`src/rtl/fcc_pkg.sv`:
```
package fcc_pkg;

    localparam int unsigned FOOTER_BYTES  = 43;
    localparam int unsigned COVERED_BYTES = 39;
    localparam int unsigned COUNT_CAP     = 44;
    localparam int unsigned POS_W         = 6;
    localparam int unsigned QUEUE_DEPTH   = 4;
    localparam int unsigned CFG_ADDR_W    = 4;
    localparam int unsigned CFG_DATA_W    = 32;

    localparam logic [31:0] CRC_POLY   = 32'h82F6_3B78;
    localparam logic [31:0] CRC_PRESET = 32'hFFFF_FFFF;

    localparam logic [CFG_ADDR_W-1:0] CFG_MAGIC   = 4'd0;
    localparam logic [CFG_ADDR_W-1:0] CFG_VERSION = 4'd1;

    typedef enum logic [2:0] {
        ST_OK        = 3'd0,
        ST_BAD_LEN   = 3'd1,
        ST_BAD_MAGIC = 3'd2,
        ST_BAD_VER   = 3'd3,
        ST_BAD_SIZE  = 3'd4,
        ST_BAD_CRC   = 3'd5
    } status_t;

    // one classified byte on its way from front to back
    typedef struct packed {
        logic [7:0]       data;
        logic [POS_W-1:0] pos;
        logic             last;
    } fcc_item_t;

    function automatic logic [31:0] crc32c_byte(input logic [31:0] crc_in,
                                                input logic [7:0]  b);
        logic [31:0] c;
        c = crc_in ^ {24'd0, b};
        for (int k = 0; k < 8; k++) begin
            c = c[0] ? ((c >> 1) ^ CRC_POLY) : (c >> 1);
        end
        return c;
    endfunction

endpackage

```
`src/rtl/fcc_back.sv`:
```
module fcc_back
    import fcc_pkg::*;
(
    input  logic        aclk,
    input  logic        aresetn,
    input  logic        q_valid,
    input  fcc_item_t   q_item,
    output logic        q_pop,
    input  logic [31:0] expected_magic,
    input  logic [15:0] expected_version,
    output logic        m_valid,
    input  logic        m_ready,
    output status_t     m_status,
    output logic [63:0] m_region_offset,
    output logic [63:0] m_region_length,
    output logic [63:0] m_hot_offset,
    output logic [31:0] m_region_checksum,
    output logic [31:0] m_header_checksum
);

    logic [31:0] crc_reg, crc_next;
    logic [31:0] magic_reg, magic_next;
    logic [15:0] version_reg, version_next;
    logic [63:0] offset_reg, offset_next;
    logic [63:0] length_reg, length_next;
    logic [63:0] hot_reg, hot_next;
    logic [31:0] rcrc_reg, rcrc_next;
    logic [31:0] hcrc_reg, hcrc_next;
    logic [7:0]  size_reg, size_next;
    logic [31:0] stored_reg, stored_next;

    logic        m_valid_reg, m_valid_next;
    status_t     status_reg, status_next;
    logic [63:0] out_offset_reg, out_length_reg, out_hot_reg;
    logic [31:0] out_rcrc_reg, out_hcrc_reg;

    logic [POS_W-1:0] pos;
    logic [7:0]       b;
    logic [2:0]       lane64;
    logic [1:0]       lane32;
    logic [1:0]       lane_crc;
    logic             finish;

    // a closing item may only retire once the output register is free
    assign q_pop  = q_valid && (!q_item.last || !m_valid_reg || m_ready);
    assign finish = q_pop && q_item.last;

    assign pos      = q_item.pos;
    assign b        = q_item.data;
    assign lane64   = pos[2:0] - 3'd6;
    assign lane32   = pos[1:0] - 2'd2;
    assign lane_crc = pos[1:0] - 2'd3;

    always_comb begin
        crc_next     = crc_reg;
        magic_next   = magic_reg;
        version_next = version_reg;
        offset_next  = offset_reg;
        length_next  = length_reg;
        hot_next     = hot_reg;
        rcrc_next    = rcrc_reg;
        hcrc_next    = hcrc_reg;
        size_next    = size_reg;
        stored_next  = stored_reg;
        if (q_pop) begin
            if (pos < POS_W'(4)) begin
                magic_next[8*pos[1:0] +: 8] = b;
            end else if (pos < POS_W'(6)) begin
                version_next[8*pos[0] +: 8] = b;
            end else if (pos < POS_W'(14)) begin
                offset_next[8*lane64 +: 8] = b;
            end else if (pos < POS_W'(22)) begin
                length_next[8*lane64 +: 8] = b;
            end else if (pos < POS_W'(30)) begin
                hot_next[8*lane64 +: 8] = b;
            end else if (pos < POS_W'(34)) begin
                rcrc_next[8*lane32 +: 8] = b;
            end else if (pos < POS_W'(38)) begin
                hcrc_next[8*lane32 +: 8] = b;
            end else if (pos < POS_W'(COVERED_BYTES)) begin
                size_next = b;
            end else if (pos < POS_W'(FOOTER_BYTES)) begin
                stored_next[8*lane_crc +: 8] = b;
            end
            if (pos < POS_W'(COVERED_BYTES)) begin
                crc_next = crc32c_byte(crc_reg, b);
            end
        end
    end

    always_comb begin
        // the count after this byte is the footer length only at the final position
        if (pos != POS_W'(FOOTER_BYTES - 1)) begin
            status_next = ST_BAD_LEN;
        end else if (magic_next != expected_magic) begin
            status_next = ST_BAD_MAGIC;
        end else if (version_next != expected_version) begin
            status_next = ST_BAD_VER;
        end else if (size_next != 8'(FOOTER_BYTES)) begin
            status_next = ST_BAD_SIZE;
        end else if (stored_next != ~crc_next) begin
            status_next = ST_BAD_CRC;
        end else begin
            status_next = ST_OK;
        end
    end

    always_comb begin
        m_valid_next = m_valid_reg;
        if (finish) begin
            m_valid_next = 1'b1;
        end else if (m_ready) begin
            m_valid_next = 1'b0;
        end
    end

    always_ff @(posedge aclk) begin
        if (!aresetn || finish) begin
            crc_reg     <= CRC_PRESET;
            magic_reg   <= '0;
            version_reg <= '0;
            offset_reg  <= '0;
            length_reg  <= '0;
            hot_reg     <= '0;
            rcrc_reg    <= '0;
            hcrc_reg    <= '0;
            size_reg    <= '0;
            stored_reg  <= '0;
        end else begin
            crc_reg     <= crc_next;
            magic_reg   <= magic_next;
            version_reg <= version_next;
            offset_reg  <= offset_next;
            length_reg  <= length_next;
            hot_reg     <= hot_next;
            rcrc_reg    <= rcrc_next;
            hcrc_reg    <= hcrc_next;
            size_reg    <= size_next;
            stored_reg  <= stored_next;
        end
    end

    always_ff @(posedge aclk) begin
        if (!aresetn) begin
            m_valid_reg <= 1'b0;
        end else begin
            m_valid_reg <= m_valid_next;
        end
    end

    always_ff @(posedge aclk) begin
        if (finish) begin
            status_reg     <= status_next;
            out_offset_reg <= offset_next;
            out_length_reg <= length_next;
            out_hot_reg    <= hot_next;
            out_rcrc_reg   <= rcrc_next;
            out_hcrc_reg   <= hcrc_next;
        end
    end

    assign m_valid           = m_valid_reg;
    assign m_status          = status_reg;
    assign m_region_offset   = out_offset_reg;
    assign m_region_length   = out_length_reg;
    assign m_hot_offset      = out_hot_reg;
    assign m_region_checksum = out_rcrc_reg;
    assign m_header_checksum = out_hcrc_reg;

    a_hold_last: assert property (@(posedge aclk) disable iff (!aresetn)
        (q_valid && q_item.last && m_valid_reg && !m_ready) |-> !q_pop)
        else $error("closing item retired over a pending result");
    a_clear_after: assert property (@(posedge aclk) disable iff (!aresetn)
        finish |=> (crc_reg == CRC_PRESET && size_reg == '0 && stored_reg == '0))
        else $error("state not cleared after closing item");
    a_result_set: assert property (@(posedge aclk) disable iff (!aresetn)
        finish |=> m_valid_reg)
        else $error("closing item produced no result");

endmodule

```
`config.mk`:
```
export PLATFORM = sky130hd
export DESIGN_NAME = fcc_back
export DESIGN_NICKNAME = d
export VERILOG_FILES = /design/src/rtl/fcc_pkg.sv /design/src/rtl/fcc_back.sv
export SDC_FILE = /design/constraint.sdc
export NUM_CORES = 1
export LEC_CHECK = 0
export BUFFER_PORTS_ARGS = -buffer_cell sky130_fd_sc_hd__clkbuf_2
export CAP_MARGIN = 20
export CORE_MARGIN = 5
export CORE_UTILIZATION = 60
export CTS_BUF_LIST = sky130_fd_sc_hd__clkbuf_8
export DETAILED_ROUTE_END_ITERATION = 6
export HOLD_SLACK_MARGIN = 0.08
export MAX_ROUTING_LAYER = met4
export PLACE_DENSITY = 0.82
export SLEW_MARGIN = 15
export SYNTH_ARGS = -nofsm -noshare
export SYNTH_HDL_FRONTEND = slang
export SYNTH_SLANG_ARGS = --single-unit
```
`constraint.sdc`:
```
create_clock -name aclk -period 12.09 [get_ports aclk]
set_clock_uncertainty 0.15 [all_clocks]
set_input_delay 2.418 -clock aclk [delete_from_list [all_inputs] [get_ports aclk]]
set_output_delay 2.418 -clock aclk [all_outputs]
set_load 0.005 [all_outputs]
```
Word level (Yosys, flattened, before mapping)
Index checks and enable logic that the tools add are counted.

Register bits after elaboration: 636. Input bits: 67. Output and inout bits: 261. Word-level logic and storage cells: 148.

Add/subtract/negate cells: 8. $lt $le $gt $ge: 9. Eq/ne operators: 5. Shifts and indexed selects: 10. Muxes and demuxes: 78. Bitwise logic cells: 10. Reduce and logical (&&, ||, !) cells: 10.

Operator list (number): $mux W32 (37); $mux W64 (15); $bwmux W64 (3); $not A16 Y17 (8); $bwmux W32 (4); $neg A5 Y34 (3); $shift A8 B34 Y32 const A (3); $shiftx A8 B34 Y32 (3); $mux W8 (9); $ne A32 B32 Y1 (2); $shift A8 B34 Y64 const A (1); $shiftx A8 B34 Y64 (1); $mux W16 (3); $neg A4 Y34 (1); $neg A6 Y34 (1); $shift A8 B34 Y16 const A (1); $shiftx A8 B34 Y16 (1); $not A32 Y32 (1); $xor A32 B8 Y32 (1); $lt A6 B6 Y1 const B (4); $bwmux W16 (1); $ne A16 B16 Y1 (1); $lt A6 B3 Y1 const B (2); $lt A6 B5 Y1 const B (2); 13 further kinds (22).

Logic depth before layout (Yosys ltp)
Depth after elaboration: 25. Mapped depth: 15. Mapped depth without buffers: 12.

Worst setup path after synthesis
No wires, ideal clock.

Path kind: input port to flip-flop. From: input port q_valid. To: register stored_reg[2]. Setup time: 0.129 ns. Arrival time: 10.041 ns. Required time: 11.811 ns. Slack: 1.770 ns. Stages: 7. Path buffers: 4. Cells stage by stage: clkbuf_1 and3_1 nand2b_1 clkbuf_1 clkbuf_1 buf_1 nor2_1.

Cells in the longest elaborated chain, start to end: 3. Elaborated cells between the ends (all ways): 4. Classes of those cells: mux (1); reduce/logical (3).

Ends and longest elaborated chain: from (decl) (RTL line fcc_back.sv:6) `input logic q_valid,`; $logic_and A1 B1 Y1 (RTL line fcc_back.sv:45) `assign q_pop = q_valid && (!q_item.last || !m_valid_reg || m_ready);`; $logic_and A1 B1 Y1 (RTL line fcc_back.sv:46) `assign finish = q_pop && q_item.last;`; net finish (RTL line fcc_back.sv:42) `logic finish;`; $logic_or A1 B1 Y1 (RTL line fcc_back.sv:118) `if (!aresetn || finish) begin`; to (signal assigned) (RTL line fcc_back.sv:139) `stored_reg <= stored_next;`; to (decl) (RTL line fcc_back.sv:30) `logic [31:0] stored_reg, stored_next;`.

The timed path passes the listed nets, and every way through them passes these cells. A chain may end at the register's enable or synchronous reset.

Worst setup path in the final report
From: input port q_item[1] in the netlist's numbering. To: register status_reg[0] (netlist: m_status[0]), data pin.

Cells in the longest elaborated chain, start to end: 19. Elaborated cells between the ends (all ways): 58. Classes of those cells: add/sub (4); order compare (9); eq/ne (5); shift (6); mux (33); bitwise (1).

Ends and longest elaborated chain: from (decl) (RTL line fcc_back.sv:7) `input fcc_item_t q_item,`; $sub A2 B2 Y2 (RTL line fcc_back.sv:52) `assign lane_crc = pos[1:0] - 2'd3;`; $neg A5 Y34 (RTL line fcc_back.sv:83) `stored_next[8*lane_crc +: 8] = b;`; $shiftx A8 B34 Y32 / $shift A8 B34 Y32 (equally long branches) (RTL line fcc_back.sv:83); $bwmux W32 (RTL line fcc_back.sv:83); $mux W32 (RTL line fcc_back.sv:82) `end else if (pos < POS_W'(FOOTER_BYTES)) begin`; $mux W32 (RTL line fcc_back.sv:80) `end else if (pos < POS_W'(COVERED_BYTES)) begin`; $mux W32 (RTL line fcc_back.sv:78) `end else if (pos < POS_W'(38)) begin`; $mux W32 (RTL line fcc_back.sv:76) `end else if (pos < POS_W'(34)) begin`; (+3 left out); $mux W32 (RTL line fcc_back.sv:68) `end else if (pos < POS_W'(6)) begin`; $mux W32 (RTL line fcc_back.sv:66) `if (pos < POS_W'(4)) begin`; $mux W32 (RTL line fcc_back.sv:65) `if (q_pop) begin`; $ne A32 B32 Y1 (RTL line fcc_back.sv:101) `end else if (stored_next != ~crc_next) begin`; $mux W3 (RTL line fcc_back.sv:101); $mux W3 (RTL line fcc_back.sv:99) `end else if (size_next != 8'(FOOTER_BYTES)) begin`; $mux W2 (RTL line fcc_back.sv:97) `end else if (version_next != expected_version) begin`; $mux W2 (RTL line fcc_back.sv:95) `end else if (magic_next != expected_magic) begin`; to (signal assigned) (RTL line fcc_back.sv:153) `status_reg <= status_next;`; to (decl) (RTL line fcc_back.sv:33) `status_t status_reg, status_next;`.

Parallel ways exist; a longest one is shown, timed or not.

==> results.toml <==
[clock_tree]
cts_tree = "done"
clock-sinks = 636
ctsHoldBuffers = 0
cts_buffers = 97
clk_path_buf_depth = 3
htreeDepth = 3
clk_latency_ns = 0.67
cts_resized = 0
cts_setup_buffers = 0
cts_root_buf = "clkbuf_8"
clkTransAtPathRegs_ns = 0.07

[floorplanning]
ios = 328
chipHeight_um = 216
core_mm2 = 0.0419
initial_core_util_pct = 60.7
die_x_um = 216
die_area_mm2 = 0.0467
placementRows = 75

[placed_design]
dpl_cell_area_mm2 = 0.0275
gp_congestion = 0.915
io_buffers = 327
place_ws_ns = 4.71
dp_hpwl_um = 46400
place_inst = 2862

[sta]
post-route-period-util_pct = 55.9
rsz0062_at_grt = "false"
setup_viol = 0
max_slew_margin_pct = 25.3
slew_viol_final = 0
tightestPinTransition_ns = 1.11
hold_violations = 0
fin_crit_ns = 6.76
setup_tns_ns = 0
worst_slack_ns = 5.33
fmax_mhz = 148
hold_ws_ns = 0.359

[drt]
post_drt_via_cell_ratio = 5.56
remaining_drc_errors = 0
routed_wirelength_um = 67300
vias = 16950
antenna_left = 0
drtIter0Drc = 1561
firstDrtPassIters = 5
avgRoutedWirePerCell_um = 22.1

[global_route]
grt_pass1_wl_um = 102000
grt_start_max_net_pins = 131
antenna_found_initial = 2
grt_use_total_pct = 29.0
grt_overflow = 0
grt_pass1_vias = 17275

[cells_and_area]
layoutNonFillerInstCount = 3047
fin_nets = 2498
syn2layout_area_growth_pct = 15.2
drive_gt1_share_pct = 28.8
utilization_pct = 70.0
fin_area_mm2 = 0.0294
n_fill_cell = 2975

[logic_synthesis]
synth_fp_nets = 2162
syn_area_mm2 = 0.0255
ys.flop_type = "dfxtp_1"
ys_types = 62
synth_top_area_share_pct = 30.5
avgSynthCellArea_um2 = 12.2
synthCells = 2086
yosysMostFrequentCell = "dfxtp_1"
async_flop_share_pct = 0
ys_seq_area_share_pct = 60.2
yosys.area.top_type = "edfxtp_1"
ys_top_cells_by_count = "377 x dfxtp_1, 271 x and2_1, 259 x edfxtp_1"
yosys-top-cells-area = "edfxtp_1 31%, dfxtp_1 30%, mux2_2 10%, and2_1 6.7%, xnor2_1 4.3%"
yosys_register_bits = 636
synth_edf_count = 259
ys_warn_count = 0

[hold_path]
hold-path-cell-count = 2
worstHoldPathType = "flop to flop"

[critical_path]
path_max_fanout = 38
crit_type = "input port to flop"
critical_path_required_ns = 12.36
cp-end-kind = "flop"
reg2regPathDepth = 10
start_kind = "input port"
cp.arrival_ns = 7.03

[power_and_ir_drop]
peakVddDrop_uv = 143
pwr_density_cell_mw_per_mm2 = 158
p_leak_nw = 12.1
totalPowerFinal_mw = 4.65

[outcome]
status = "finished clean"

[flow_run]
cap_violations = 0
report_power, final:
part	switching [mW]	leakage, nW	total, mW	internal (mW)
logic	0.403	5.56	0.651	0.248
registers	0.0334	5.42	2.31	2.28
clock network	0.834	1.10	1.69	0.853
total	1.27	12.1	4.65	3.38
area by class of cell:
class / instances / area [µm²] / area share (%)
sequential: 636 / 15300 / 52.2
multi-input combinational: 1334 / 9710 / 33.1
tap: 539 / 674 / 2.30
antenna: 2 / 5.00 / 0.0170
clock inverter: 74 / 357 / 1.21
timing repair buffer: 340 / 1730 / 5.91
inverter: 13 / 48.8 / 0.166
clock buffer: 109 / 1500 / 5.11
layer usage:
layer	vias to the layer above	global-route usage, %	share of wire (%)
li1	7826	-	-
met1	8328	37.7	42
met2	649	45.0	47
met3	147	6.50	7.4
met4	0	11.2	3.9
met5	-	-	0
worst max-delay path, cell delays in order:
cell and delay [ns]:
clkbuf_2 0.45, ha_1 0.50, or3b_4 0.45, a2111oi_4 0.78, mux2i_1 0.50, xnor2_1 0.17, nand3_1 0.09, a2111o_1 0.41
or4_1 0.45, nor4_2 0.39, a31oi_1 0.14, a211o_1 0.27
path summary, 6_finish.rpt:
kind | to | slack (ns) | startpoint
max | m_status[0]$_SDFFCE_PP1P_ | 5.33 | q_item[1]
min | size_reg[5]$_SDFF_PP0_ | 0.36 | size_reg[5]$_SDFF_PP0_
max reg2reg | m_status[0]$_SDFFCE_PP1P_ | 7.58 | m_valid$_SDFFE_PN0P_
min reg2reg | size_reg[5]$_SDFF_PP0_ | 0.36 | size_reg[5]$_SDFF_PP0_
layout by cell type, fill, tap and decap left out, types with 19 or more instances in the layout:
| cell type | netlist | final |
|---|---|---|
| dfxtp_1 | 377 | 377 |
| clkbuf_2 | 2 | 327 |
| and2_1 | 271 | 271 |
| edfxtp_1 | 259 | 259 |
| mux2_2 | 232 | 232 |
| nor2_1 | 226 | 225 |
| xnor2_1 | 125 | 125 |
| clkbuf_8 | 0 | 109 |
| nand2_1 | 102 | 102 |
| mux2i_1 | 87 | 87 |
| xor2_1 | 53 | 53 |
| inv_1 | 13 | 52 |
| o21ai_0 | 28 | 28 |
| o211ai_1 | 23 | 23 |
| nand3_1 | 20 | 20 |
| nor4_1 | 19 | 19 |
cell families after synthesis:
family	count (synthesis)	share of synthesized area [%]
AO/OA/AOI/OAI	92	2.50
XOR/XNOR	184	6.63
adder cells (fa/ha/maj)	9	0.442
buffers and inverters	116	1.79
flip-flops	636	60.2
multiplexers	319	13.7
AND/OR/NAND/NOR	730	14.8
Power figures use the tool's default switching activity.
